## src/adjacent_line_dedup_top_defines.svh

```systemverilog
// ---------------------------------------------------------------------------
// Assertion macros shared by the adjacent line filter.
// Both macros sample on aclk and are disabled while aresetn is low.
// ---------------------------------------------------------------------------
`ifndef ADJACENT_LINE_DEDUP_TOP_DEFINES_SVH
`define ADJACENT_LINE_DEDUP_TOP_DEFINES_SVH

// The consequent must hold in the same cycle as the antecedent.
`define ADL_ASSERT_NOW(label, ante, cons, msg) \
    label: assert property (@(posedge aclk) disable iff (!aresetn) (ante) |-> (cons)) \
        else $error(msg);

// The consequent must hold in the cycle after the antecedent.
`define ADL_ASSERT_NEXT(label, ante, cons, msg) \
    label: assert property (@(posedge aclk) disable iff (!aresetn) (ante) |=> (cons)) \
        else $error(msg);

`endif

```

## src/adl_pkg.sv

```systemverilog
// ---------------------------------------------------------------------------
// adl_pkg
// Types, constants and helpers shared by the adjacent line filter.
// ---------------------------------------------------------------------------
`timescale 1ns / 1ps

package adl_pkg;

    localparam int LINE_BYTES = 4096;
    localparam int COUNT_BITS = 32;
    localparam int ADDR_W     = $clog2(LINE_BYTES);
    localparam int LEN_W      = ADDR_W + 1;
    localparam int CFG_ADDR_W = 5;
    localparam int REG_IDX_LSB = 2;
    localparam int REG_IDX_W  = CFG_ADDR_W - REG_IDX_LSB;

    localparam logic [7:0] CHAR_SPACE = 8'h20;
    localparam logic [7:0] CHAR_TAB   = 8'h09;
    localparam logic [7:0] CHAR_NUL   = 8'h00;

    typedef enum logic [REG_IDX_W-1:0] {
        REG_FOLD_CASE      = 3'd0,
        REG_FIELDS_TO_SKIP = 3'd1,
        REG_CHARS_TO_SKIP  = 3'd2,
        REG_ONLY_REPEATED  = 3'd3,
        REG_ONLY_UNIQUE    = 3'd4,
        REG_ALL_REPEATED   = 3'd5
    } cfg_index_t;

    typedef enum logic [1:0] {
        PH_FIELDS = 2'd0,
        PH_CHARS  = 2'd1,
        PH_KEY    = 2'd2
    } phase_t;

    typedef struct packed {
        logic       cmd;
        logic [7:0] data_byte;
        logic       line_end;
    } in_item_t;

    typedef struct packed {
        logic [31:0] run_count;
        logic        dup;
        logic        show_line;
    } out_item_t;

    typedef struct packed {
        logic        fold_case;
        logic [7:0]  fields_to_skip;
        logic [11:0] chars_to_skip;
        logic        only_repeated;
        logic        only_unique;
        logic        all_repeated_mode;
    } cfg_t;

    // One parsed byte handed from the parser to the run tracker.
    typedef struct packed {
        logic              flush;
        logic              key_hit;
        logic              line_end;
        logic [ADDR_W-1:0] idx;
        logic [7:0]        data;
        logic [LEN_W-1:0]  len;
    } parsed_t;

    typedef struct packed {
        logic              we_a;
        logic              we_b;
        logic [ADDR_W-1:0] addr;
        logic [7:0]        data;
    } key_wr_t;

    function automatic logic [7:0] fold_byte(input logic [7:0] b, input logic fold);
        logic [7:0] r;
        r = b;
        if (fold && b >= 8'h41 && b <= 8'h5A) begin
            r = b + 8'd32;
        end
        return r;
    endfunction

endpackage

```

## src/adl_run_tracker.sv

```systemverilog
// ---------------------------------------------------------------------------
// adl_run_tracker
// Back stage: compares key bytes with the stored key and counts runs.
// ---------------------------------------------------------------------------
`timescale 1ns / 1ps

module adl_run_tracker (
    input  logic              aclk,
    input  logic              aresetn,
    input  logic              adv,
    input  logic              p_valid,
    input  adl_pkg::parsed_t  p_item,
    input  adl_pkg::cfg_t     cfg,
    input  logic [7:0]        rdata_a,
    input  logic [7:0]        rdata_b,
    output adl_pkg::key_wr_t  key_wr,
    output logic              emit,
    output adl_pkg::out_item_t result
);

    logic                            prev_in_b_reg, prev_in_b_next;
    logic [adl_pkg::LEN_W-1:0]       prev_len_reg, prev_len_next;
    logic                            key_differs_reg, key_differs_next;
    logic [adl_pkg::COUNT_BITS-1:0]  run_counter_reg, run_counter_next;
    logic                            have_prev_reg, have_prev_next;

    // Last write, for a read of the same entry in the same cycle.
    logic                            fwd_valid_reg;
    logic                            fwd_store_reg;
    logic [adl_pkg::ADDR_W-1:0]      fwd_addr_reg;
    logic [7:0]                      fwd_data_reg;

    logic       work;
    logic [7:0] prv_byte;
    logic       mismatch, differs, same;
    logic       dup;
    logic [63:0] count_wide;

    assign work = adv && p_valid;

    always_comb begin
        prv_byte = prev_in_b_reg ? rdata_b : rdata_a;
        if (fwd_valid_reg && fwd_store_reg == prev_in_b_reg && fwd_addr_reg == p_item.idx) begin
            prv_byte = fwd_data_reg;
        end
        mismatch = p_item.key_hit &&
                   (({1'b0, p_item.idx} >= prev_len_reg) ||
                    (adl_pkg::fold_byte(prv_byte, cfg.fold_case) !=
                     adl_pkg::fold_byte(p_item.data, cfg.fold_case)));
        differs = key_differs_reg || mismatch;
        same    = have_prev_reg && !differs && (p_item.len == prev_len_reg);
    end

    assign key_wr.we_a = work && !p_item.flush && p_item.key_hit && prev_in_b_reg;
    assign key_wr.we_b = work && !p_item.flush && p_item.key_hit && !prev_in_b_reg;
    assign key_wr.addr = p_item.idx;
    assign key_wr.data = p_item.data;

    always_comb begin
        prev_in_b_next   = prev_in_b_reg;
        prev_len_next    = prev_len_reg;
        key_differs_next = key_differs_reg;
        run_counter_next = run_counter_reg;
        have_prev_next   = have_prev_reg;
        emit             = 1'b0;
        if (work) begin
            if (p_item.flush) begin
                emit             = have_prev_reg;
                prev_in_b_next   = 1'b0;
                prev_len_next    = '0;
                key_differs_next = 1'b0;
                run_counter_next = '0;
                have_prev_next   = 1'b0;
            end else if (p_item.line_end) begin
                key_differs_next = 1'b0;
                if (same) begin
                    if (run_counter_reg != '1) begin
                        run_counter_next = run_counter_reg + 1'b1;
                    end
                end else begin
                    emit             = have_prev_reg;
                    prev_in_b_next   = !prev_in_b_reg;
                    prev_len_next    = p_item.len;
                    run_counter_next = adl_pkg::COUNT_BITS'(1);
                    have_prev_next   = 1'b1;
                end
            end else begin
                key_differs_next = differs;
            end
        end
    end

    always_comb begin
        count_wide = 64'(run_counter_reg);
        dup = count_wide > 64'd1;
        result.run_count    = (count_wide > 64'hFFFF_FFFF) ? 32'hFFFF_FFFF : count_wide[31:0];
        result.dup          = dup;
        result.show_line    = !((cfg.only_repeated && !dup) || (cfg.only_unique && dup) ||
                                (cfg.all_repeated_mode && !dup));
    end

    always_ff @(posedge aclk) begin
        if (!aresetn) begin
            prev_in_b_reg   <= 1'b0;
            prev_len_reg    <= '0;
            key_differs_reg <= 1'b0;
            run_counter_reg <= '0;
            have_prev_reg   <= 1'b0;
            fwd_valid_reg   <= 1'b0;
        end else begin
            prev_in_b_reg   <= prev_in_b_next;
            prev_len_reg    <= prev_len_next;
            key_differs_reg <= key_differs_next;
            run_counter_reg <= run_counter_next;
            have_prev_reg   <= have_prev_next;
            if (adv) begin
                fwd_valid_reg <= key_wr.we_a || key_wr.we_b;
            end
        end
    end

    always_ff @(posedge aclk) begin
        if (adv) begin
            fwd_store_reg <= !prev_in_b_reg;
            fwd_addr_reg  <= p_item.idx;
            fwd_data_reg  <= p_item.data;
        end
    end

endmodule

```

## config.mk

```make
export PLATFORM = sky130hd
export DESIGN_NAME = adl_run_tracker
export DESIGN_NICKNAME = d
export VERILOG_FILES = /design/src/adjacent_line_dedup_top_defines.svh /design/src/adl_pkg.sv /design/src/adl_run_tracker.sv
export SDC_FILE = /design/constraint.sdc
export NUM_CORES = 1
export LEC_CHECK = 0
export ABC_AREA = 1
export BUFFER_PORTS_ARGS = -buffer_cell sky130_fd_sc_hd__buf_2
export CORE_ASPECT_RATIO = 0.9
export CORE_MARGIN = 3
export CORE_UTILIZATION = 47
export CTS_CLUSTER_SIZE = 20
export DETAILED_ROUTE_END_ITERATION = 10
export PLACE_DENSITY = 0.72
export SETUP_SLACK_MARGIN = 0.4
export SLEW_MARGIN = 20
export SYNTH_ARGS = -nofsm -noshare
export SYNTH_HDL_FRONTEND = slang
export SYNTH_SLANG_ARGS = --single-unit
```

## constraint.sdc

```tcl
create_clock -name aclk -period 9.2 [get_ports aclk]
set_input_delay 1.84 -clock aclk [delete_from_list [all_inputs] [get_ports aclk]]
set_output_delay 1.84 -clock aclk [all_outputs]
set_load 0.01 [all_outputs]
```

==> flow_summary.json <==
{
  "cp_max_fo": 60,
  "cts.clk_slew.worst_paths_ns": 0.05,
  "ios": 137,
  "ir_drop_mv": 0.0850,
  "post_synth.cell_area_avg_sq_um": 6.63,
  "synth_flop_cell": "dfxtp_1",
  "ys_top_cells_by_area": "dfxtp_1, nand2_1, edfxtp_1",
  "drtAntennaViolNets": 0,
  "gr-usage-all-layers_pct": 23.1,
  "start_util_pct": 48.9,
  "wl_per_cell_microns": 13.9,
  "core_area_sq_um": 10900,
  "netlist.area_leader.share_pct": 18.3,
  "critPathCaptureType": "output pin",
  "final_cell_area_sq_um": 6140,
  "grt_max_degree": 61,
  "hold_viol": 0,
  "grt_pass1_wl_microns": 24400,
  "start_kind": "input pin",
  "finalClockSkew_ns": 0.0102,
  "clock_latency_ns": 0.33,
  "grt_pass1_vias": 5080,
  "cts_setup_buffers": 0,
  "drtIter0Drc": 373,
  "rsz0062_at_grt": "no",
  "port_buffers": 116,
  "slew_headroom_pct": 45.1,
  "clk_path_buf_depth": 2,
  "die_area_sq_um": 12700,
  "period_share_pct": 73.1,
  "dp_worst_setup_slack_ns": 2.48,
  "ys_seq_area_share_pct": 30.1,
  "async_flop_share_pct": 0,
  "drc": 0,
  "syn_area_sq_um": 5350,
  "placed_area_sq_um": 5860,
  "cp.required_ns": 7.36,
  "first_pass_iters": 5,
  "clock-sinks": 70,
  "tns_ns": 0,
  "wl_microns": 14600,
  "cts_resized": 0,
  "largest_reg_flops": 32,
  "die_y_microns": 107,
  "syn_to_final_growth_pct": 14.9,
  "drive_gt1_share_pct": 18.2,
  "layout_min_cycle_time_ns": 6.72,
  "ys_ff_latch": 70,
  "h-tree-depth": 3,
  "min_path_cells": 2,
  "slew_viol_final": 0,
  "row_count": 36,
  "powerDensity_nw_per_um2": 134,
  "timing.fmax_mhz": 149,
  "num-nets-final": 989,
  "antenna_cells": 0,
  "synth_edf_count": 21,
  "syn_nets": 903,
  "hold_buffers": 0,
  "setup_viol": 0,
  "numCtsBuffers": 9,
  "dp.cells": 1033,
  "avgViaCountPerCell": 5.22,
  "yosysTopAreaCell": "dfxtp_1",
  "antenna_found_initial": 0,
  "reg2reg_depth": 22,
  "path_class": "input pin to output pin",
  "synthCells": 806,
  "fill_cells": 1090,
  "gp_congestion": 0.907,
  "hp-class": "flop to flop",
  "setup_slack_ns": 2.48,
  "grt_overflow": 0,
  "utilization_pct": 56.1,
  "die_w_microns": 118,
  "worst_pin_slew_ns": 0.822,
  "maxCapViolCount": 0,
  "arrival_ns": 4.88,
  "status": "finished clean",
  "leakagePower_uw": 0.00290,
  "instances_no_fill": 1049,
  "synth_warnings": 0,
  "dp_hpwl_microns": 10800,
  "cts_tree": "done",
  "dr_total_vias": 5476,
  "cts-root-buf": "clkbuf_16",
  "synthDistinctLibCells": 43
}
==> stage by stage <==
step | hold slack [ns] | total power (uW)
after floorplan | 0.439 | 448
after global placement | 0.451 | 491
after detailed placement | 0.454 | 493
after CTS | 0.463 | 830
after global routing | 0.482 | 864
final | 0.461 | 826
==> cell type report <==
type	instances	area (sq um)	share of cell area, %
multi-input combinational	563	2970	48.4
sequential	70	1610	26.2
timing repair buffer	119	603	9.82
inverter	129	484	7.88
clock buffer	11	233	3.79
tap	152	190	3.10
clock inverter	5	50.0	0.815
==> report_power, final <==
group	switching [uW]	total, uW	internal (uW)
registers	11.6	345	333
logic	90.5	143	52.2
clock network	131	339	208
total	233	826	593
==> final timing paths <==
check | start | end | slack, ns
hold reg to reg | prev_len_reg[3]$_SDFFE_PN0P_ | prev_len_reg[3]$_SDFFE_PN0P_ | 0.46
setup / recovery | p_item[27] | emit | 2.48
setup reg to reg | prev_in_b_reg$_SDFFE_PN0P_ | run_counter_reg[31]$_SDFFE_PN0P_ | 5.10
hold / removal | prev_len_reg[3]$_SDFFE_PN0P_ | prev_len_reg[3]$_SDFFE_PN0P_ | 0.46
==> synth_stat cells (all sizes together), types with 13 or more instances <==
master / count
ha: 17
a21oi: 49
nor2: 79
edfxtp: 21
nand4: 36
nand3: 86
buf: 33
dfxtp: 49
o21ai: 13
nor4: 15
inv: 126
nor3: 19
nand2: 191
xor2: 23
==> routing by layer <==
layer  vias up  part of all wire (%)  global-route usage, %
met3        26                   6.3                   2.74
li1       2785                     -                      -
met2       191                    44                   37.0
met5         -                     0                      0
met4         0                   2.0                   8.19
met1      2474                    48                   32.5
==> cells in the final DEF (no fill, tap or decap), types with 21 or more instances in the layout <==
master,synthesis,routed
dfxtp_1,49,49
nand3_1,82,82
buf_2,2,116
nand2_1,182,182
edfxtp_1,21,21
nand4_1,35,35
xor2_1,23,23
nor2_1,73,73
a21oi_1,49,49
inv_1,123,123
==> logic make-up after synthesis <==
family                   Yosys count  share of synthesized area (%)
AND/OR/NAND/NOR                  441                           38.9
XOR/XNOR                          28                           4.59
buffers and inverters            173                           14.3
adder cells (fa/ha/maj)           17                           3.98
multiplexers                       3                          0.562
AO/OA/AOI/OAI                     74                           7.51
flip-flops                        70                           30.1
==> worst max-delay path: stages <==
cell and delay [ns]:
buf_2 0.15, inv_1 0.05, nand2_1 0.07, nand2_1 0.05, nor2_1 0.11, nand2_1 0.07, nor2_2 0.34, nand2_4 0.11
o21ai_1 0.13, and2_1 0.18, ha_1 0.23, nand4_1 0.12, nand3_1 0.09, nand2_1 0.07, nand2_1 0.07, nand2_2 0.12
nand4_4 0.22, nand2_4 0.58, nor2_1 0.07, buf_2 0.16
No activity file was read; power rests on OpenSTA's default activity.
