[config.mk]
export PLATFORM = sky130hd
export DESIGN_NAME = adl_key_parser
export DESIGN_NICKNAME = d
export VERILOG_FILES = /design/src/adjacent_line_dedup_top_defines.svh /design/src/adl_pkg.sv /design/src/adl_key_parser.sv
export SDC_FILE = /design/constraint.sdc
export NUM_CORES = 1
export LEC_CHECK = 0
export BUFFER_PORTS_ARGS = -buffer_cell sky130_fd_sc_hd__buf_2
export CAP_MARGIN = 15
export CELL_PAD_IN_SITES_DETAIL_PLACEMENT = 0
export CELL_PAD_IN_SITES_GLOBAL_PLACEMENT = 1
export CORE_MARGIN = 1
export CORE_UTILIZATION = 38
export DETAILED_ROUTE_END_ITERATION = 10
export PLACE_DENSITY_LB_ADDON = 0.1
export SLEW_MARGIN = 20
export SYNTH_ARGS = -nofsm -noshare
export SYNTH_HDL_FRONTEND = slang
export SYNTH_SLANG_ARGS = --single-unit
[constraint.sdc]
create_clock -name aclk -period 3 [get_ports aclk]
set_input_delay 0.6 -clock aclk [delete_from_list [all_inputs] [get_ports aclk]]
set_output_delay 0.6 -clock aclk [all_outputs]
set_load 0.005 [all_outputs]
[src/adjacent_line_dedup_top_defines.svh]
// ---------------------------------------------------------------------------
// Assertion macros shared by the adjacent line filter.
// Both macros sample on aclk and are disabled while aresetn is low.
// ---------------------------------------------------------------------------
`ifndef ADJACENT_LINE_DEDUP_TOP_DEFINES_SVH
`define ADJACENT_LINE_DEDUP_TOP_DEFINES_SVH

// The consequent must hold in the same cycle as the antecedent.
`define ADL_ASSERT_NOW(label, ante, cons, msg) \
    label: assert property (@(posedge aclk) disable iff (!aresetn) (ante) |-> (cons)) \
        else $error(msg);

// The consequent must hold in the cycle after the antecedent.
`define ADL_ASSERT_NEXT(label, ante, cons, msg) \
    label: assert property (@(posedge aclk) disable iff (!aresetn) (ante) |=> (cons)) \
        else $error(msg);

`endif

[src/adl_pkg.sv]
// ---------------------------------------------------------------------------
// adl_pkg
// Types, constants and helpers shared by the adjacent line filter.
// ---------------------------------------------------------------------------
`timescale 1ns / 1ps

package adl_pkg;

    localparam int LINE_BYTES = 4096;
    localparam int COUNT_BITS = 32;
    localparam int ADDR_W     = $clog2(LINE_BYTES);
    localparam int LEN_W      = ADDR_W + 1;
    localparam int CFG_ADDR_W = 5;
    localparam int REG_IDX_LSB = 2;
    localparam int REG_IDX_W  = CFG_ADDR_W - REG_IDX_LSB;

    localparam logic [7:0] CHAR_SPACE = 8'h20;
    localparam logic [7:0] CHAR_TAB   = 8'h09;
    localparam logic [7:0] CHAR_NUL   = 8'h00;

    typedef enum logic [REG_IDX_W-1:0] {
        REG_FOLD_CASE      = 3'd0,
        REG_FIELDS_TO_SKIP = 3'd1,
        REG_CHARS_TO_SKIP  = 3'd2,
        REG_ONLY_REPEATED  = 3'd3,
        REG_ONLY_UNIQUE    = 3'd4,
        REG_ALL_REPEATED   = 3'd5
    } cfg_index_t;

    typedef enum logic [1:0] {
        PH_FIELDS = 2'd0,
        PH_CHARS  = 2'd1,
        PH_KEY    = 2'd2
    } phase_t;

    typedef struct packed {
        logic       cmd;
        logic [7:0] data_byte;
        logic       line_end;
    } in_item_t;

    typedef struct packed {
        logic [31:0] run_count;
        logic        dup;
        logic        show_line;
    } out_item_t;

    typedef struct packed {
        logic        fold_case;
        logic [7:0]  fields_to_skip;
        logic [11:0] chars_to_skip;
        logic        only_repeated;
        logic        only_unique;
        logic        all_repeated_mode;
    } cfg_t;

    // One parsed byte handed from the parser to the run tracker.
    typedef struct packed {
        logic              flush;
        logic              key_hit;
        logic              line_end;
        logic [ADDR_W-1:0] idx;
        logic [7:0]        data;
        logic [LEN_W-1:0]  len;
    } parsed_t;

    typedef struct packed {
        logic              we_a;
        logic              we_b;
        logic [ADDR_W-1:0] addr;
        logic [7:0]        data;
    } key_wr_t;

    function automatic logic [7:0] fold_byte(input logic [7:0] b, input logic fold);
        logic [7:0] r;
        r = b;
        if (fold && b >= 8'h41 && b <= 8'h5A) begin
            r = b + 8'd32;
        end
        return r;
    endfunction

endpackage

[src/adl_key_parser.sv]
// ---------------------------------------------------------------------------
// adl_key_parser
// Front stage: skips fields and characters, finds key bytes and line ends.
// ---------------------------------------------------------------------------
`timescale 1ns / 1ps

module adl_key_parser (
    input  logic                      aclk,
    input  logic                      aresetn,
    input  logic                      adv,
    input  logic                      in_valid,
    input  adl_pkg::in_item_t         in_item,
    input  adl_pkg::cfg_t             cfg,
    output logic [adl_pkg::ADDR_W-1:0] rd_addr,
    output logic                      p_valid,
    output adl_pkg::parsed_t          p_item
);

    adl_pkg::phase_t             phase_reg, phase_next;
    logic [7:0]                  fields_seen_reg, fields_seen_next;
    logic                        in_blank_reg, in_blank_next;
    logic [11:0]                 chars_seen_reg, chars_seen_next;
    logic [adl_pkg::ADDR_W-1:0]  line_bytes_reg, line_bytes_next;
    logic                        key_ended_reg, key_ended_next;
    logic [adl_pkg::LEN_W-1:0]   len_reg, len_next;
    logic                        p_valid_reg;
    adl_pkg::parsed_t            p_item_reg, p_item_next;

    logic                        accept;
    logic                        blank;

    assign accept  = in_valid && adv;
    assign blank   = (in_item.data_byte == adl_pkg::CHAR_SPACE) ||
                     (in_item.data_byte == adl_pkg::CHAR_TAB);
    assign rd_addr = len_reg[adl_pkg::ADDR_W-1:0];

    always_comb begin
        adl_pkg::phase_t ph;
        logic go;
        logic hit;
        logic ends;
        logic [adl_pkg::ADDR_W-1:0] lb_inc;

        phase_next       = phase_reg;
        fields_seen_next = fields_seen_reg;
        in_blank_next    = in_blank_reg;
        chars_seen_next  = chars_seen_reg;
        line_bytes_next  = line_bytes_reg;
        key_ended_next   = key_ended_reg;
        len_next         = len_reg;
        ph  = phase_reg;
        go  = 1'b0;
        hit = 1'b0;

        if (!key_ended_reg) begin
            if (in_item.data_byte == adl_pkg::CHAR_NUL) begin
                key_ended_next = 1'b1;
            end else begin
                go = 1'b1;
            end
        end
        if (go && ph == adl_pkg::PH_FIELDS) begin
            if (in_blank_reg && blank) begin
                go = 1'b0;
            end else if (fields_seen_reg >= cfg.fields_to_skip) begin
                in_blank_next = 1'b0;
                ph = adl_pkg::PH_CHARS;
            end else begin
                go = 1'b0;
                in_blank_next = blank;
                if (blank) begin
                    fields_seen_next = fields_seen_reg + 8'd1;
                end
            end
        end
        if (go && ph == adl_pkg::PH_CHARS) begin
            if (chars_seen_reg < cfg.chars_to_skip) begin
                chars_seen_next = chars_seen_reg + 12'd1;
                go = 1'b0;
            end else begin
                ph = adl_pkg::PH_KEY;
            end
        end
        if (go && ph == adl_pkg::PH_KEY && !len_reg[adl_pkg::LEN_W-1]) begin
            hit = 1'b1;
            len_next = len_reg + 1'b1;
        end
        phase_next = ph;

        // Lines that fill the buffer without a mark are split here.
        lb_inc = line_bytes_reg + 1'b1;
        line_bytes_next = lb_inc;
        ends = in_item.line_end || (lb_inc >= adl_pkg::ADDR_W'(adl_pkg::LINE_BYTES - 1));

        p_item_next.flush    = in_item.cmd;
        p_item_next.key_hit  = hit && !in_item.cmd;
        p_item_next.line_end = ends && !in_item.cmd;
        p_item_next.idx      = len_reg[adl_pkg::ADDR_W-1:0];
        p_item_next.data     = in_item.data_byte;
        p_item_next.len      = len_next;

        if (in_item.cmd || ends) begin
            phase_next       = adl_pkg::PH_FIELDS;
            fields_seen_next = '0;
            in_blank_next    = 1'b0;
            chars_seen_next  = '0;
            line_bytes_next  = '0;
            key_ended_next   = 1'b0;
            len_next         = '0;
        end
    end

    always_ff @(posedge aclk) begin
        if (!aresetn) begin
            phase_reg       <= adl_pkg::PH_FIELDS;
            fields_seen_reg <= '0;
            in_blank_reg    <= 1'b0;
            chars_seen_reg  <= '0;
            line_bytes_reg  <= '0;
            key_ended_reg   <= 1'b0;
            len_reg         <= '0;
            p_valid_reg     <= 1'b0;
        end else begin
            if (accept) begin
                phase_reg       <= phase_next;
                fields_seen_reg <= fields_seen_next;
                in_blank_reg    <= in_blank_next;
                chars_seen_reg  <= chars_seen_next;
                line_bytes_reg  <= line_bytes_next;
                key_ended_reg   <= key_ended_next;
                len_reg         <= len_next;
            end
            if (adv) begin
                p_valid_reg <= in_valid;
            end
        end
    end

    always_ff @(posedge aclk) begin
        if (accept) begin
            p_item_reg <= p_item_next;
        end
    end

    assign p_valid = p_valid_reg;
    assign p_item  = p_item_reg;

endmodule

==> reports/results.ini <==
[worst_setup_path]
crit_arrival_ps = 3060
r2r_cells = 9
r2r-end = fields_seen_reg[5]$_SDFFE_PN0P_
cp_max_fo = 8
start_kind = flip-flop
critPathKind = reg2reg
cp.required_ps = 3270
cp-end-kind = flip-flop
reg2reg_slack_ps = 210
r2r_start = fields_seen_reg[0]$_SDFFE_PN0P_

[power]
intPower_mw = 2.040
cellLeakagePower_nw = 2.228
sw_frac_of_total = 0.2157
clkPwrFrac = 0.457
ir_worst_vdd_mv = 0.2844
seqPwrFrac = 0.479
powerDensity_nw_per_um2 = 468.3
combPwrFrac = 0.064
p_total_mw = 2.601
switchingPower_uw = 561.1

[place]
place_area_um2 = 5238
pre_cts_ws_ps = -96.88
port-buffer-count = 82
dp_hpwl_mm = 7.704
gp_congestion = 0.8137

[sta]
period_minus_slack_ps = 2790
fmax_mhz = 358.4
hold_viol = 0
fin_skew_ps = 5.869
whs_ps = 456.4
worst_pin_slew_ps = 625.7
finalWorstSetupSlack_ps = 210.2
grt_setup_unrepaired = no
finalMaxSlewViolations = 0
fin_crit_sh = 0.9299
slew_headroom = 0.5828
setup_viol = 0

[floorplanning]
dieArea_um2 = 12440
fp.dieH_um = 111.5
start_util = 0.3942
io_pins = 87
fp.dieW_um = 111.5
rows = 39
core_area_um2 = 11560

[detailed_routing]
initialDrtViolationCount = 169
wl_per_cell_um = 14.30
final_antenna_net_count = 0
drt-total-wl_mm = 10.51
vias = 3916
drc_errors = 9
via_per_inst = 5.328
dr.pass1.iters = 11

[clock_network]
cts.sinks = 86
clkLatencyLatePin_ps = 340
cts.clk_slew.worst_paths_ps = 60
clock_path_buffers = 2
root_buffer = clkbuf_16
cts_tree = built
cts_buffers = 9
post_cts_buffers = 0
htreeDepth = 3
cts_resized = 0
postCtsHoldBufs = 0

[logic_synthesis]
yosysUniqueCellTypes = 64
ys_warn_count = 0
async_flop_share = 0
syn_inst = 489
syn_area_um2 = 4559
synth_fp_nets = 551
synth-main-ff-cell = dfxtp_1
synth_seq_area_share = 0.4566
synth_edf_count = 36
yosys-top-cells-area = edfxtp_1, dfxtp_1, ha_1
syn_avg_cell_area_um2 = 9.324
ys_seq_elements = 86
synth_top_cell_area_share = 0.2371
synth_top_cell_by_area = edfxtp_1

[global_routing]
grt_max_degree = 49
gr-total-overflow = 0
grt_first_pass_wirelength_mm = 17.88
antenna_found_initial = 0
first_global_vias = 3654
track_usage = 0.1791

[run_status]
status = finished with violations
violations = design-rule violations

[cells_and_area]
insertedDiodeCount = 0
syn_to_final_growth_pct = 21.82
layout.nets = 649
drive_above_1_share = 0.2466
largest_register_ffs = 36
design_area_um2 = 5554

[min_path]
hp-start = in_item[7]
min_path_cells = 1
hold_end = p_item[19]$_DFFE_PP_
hp-class = in2reg

[job]
drv_cap = 0

routing by layer:
layer  wire length, um  track usage  vias to the layer above
li1                  -            -                     1990
met1              5238       0.2453                     1846
met2              4717       0.2825                       69
met3               389      0.02994                       11
met4               162      0.07027                        0
met5                 0            0                        -
per-stage QoR:
stage	setup TNS [ps]	utilization	instances
2_1_floorplan	0	-	489
3_3_place_gp	-429.0	0.4529	719
3_5_place_dp	-1248	0.4529	719
4_1_cts	0	0.4803	735
5_1_grt	0	0.4803	735
6_report	0	0.4803	735
final cells by class:
class / instances / area, um^2
Inverter: 28 / 105.1
Tap cell: 143 / 178.9
Sequential cell: 86 / 2082
Clock buffer: 11 / 232.7
Multi-Input combinational cell: 348 / 2221
Fill cell: 1134 / 6011
Clock inverter: 5 / 83.83
Timing Repair Buffer: 114 / 650.6
cells in the mapped netlist (12+ instances only):
library cell and count:
nand3_1 27, inv_1 28, ha_1 24, a21oi_1 39, buf_4 12, nor2_1 31, o21ai_0 25, nand2_1 47
dfxtp_1 50, or3_1 18, edfxtp_1 36
cell usage in the layout, fill, tap and decap left out, drive strengths merged, types with 2 or more instances in the layout:
master | Yosys | routed
or4 | 8 | 8
clkinvlp | 0 | 2
a21o | 7 | 7
edfxtp | 36 | 36
nand4bb | 2 | 2
dfxtp | 50 | 50
or3 | 20 | 20
nand4 | 11 | 11
bufinv | 0 | 2
ha | 24 | 24
nor4 | 4 | 4
clkbuf | 12 | 11
o21ai | 27 | 27
a21oi | 40 | 40
nor3 | 9 | 9
xor2 | 8 | 8
a31oi | 10 | 10
nand2b | 3 | 3
nand3 | 27 | 27
a22oi | 2 | 2
a211oi | 3 | 3
o31ai | 3 | 3
nor2b | 2 | 2
and4 | 4 | 4
nand2 | 48 | 48
o22ai | 5 | 5
nor2 | 31 | 31
a32o | 2 | 2
buf | 15 | 114
o211ai | 4 | 4
and3 | 7 | 7
or2 | 4 | 4
o31a | 2 | 2
xnor2 | 11 | 11
inv | 28 | 28
worst max-delay path by stage:
stage                                          from                               to  slack [ps]  depth (start not counted)
floorplan                                   cfg[15]  fields_seen_reg[5]$_SDFFE_PN0P_         110                          8
finish              fields_seen_reg[0]$_SDFFE_PN0P_  fields_seen_reg[5]$_SDFFE_PN0P_         210                          9
global route        fields_seen_reg[0]$_SDFFE_PN0P_   chars_seen_reg[6]$_SDFFE_PN0P_          10                          9
global placement                            cfg[15]             p_item[12]$_DFFE_PP_         -60                          8
detailed placement                          cfg[15]  fields_seen_reg[5]$_SDFFE_PN0P_        -100                          9
CTS                 fields_seen_reg[0]$_SDFFE_PN0P_  fields_seen_reg[5]$_SDFFE_PN0P_         210                          9
power by group through the flow:
stage	logic (mW)	clock network, mW	registers (mW)
global route	0.187	1.27	1.25
floorplan	0.0757	0	1.28
finish	0.167	1.19	1.24
detailed placement	0.169	0	1.27
global placement	0.165	0	1.27
CTS	0.170	1.23	1.24
kinds of logic after synthesis:
logic type,Yosys count,share of synthesized area
AOI/OAI and AO/OA,117,0.1652
adders and majority gates,24,0.06586
xor gates and xnor gates,19,0.03650
and+or+nand+nor,188,0.2195
buffers and inverters,55,0.05626
DFF,86,0.4566
worst max-delay path: stages (launching register included):
cell      delay, ps
dfxtp_1         330
inv_1            80
ha_1            270
nand2b_4        130
a2111o_1        400
a311o_1         430
a211oi_4        310
a21oi_4          90
or4_1           530
a21oi_1         150
(Power assumes the default switching activity.)
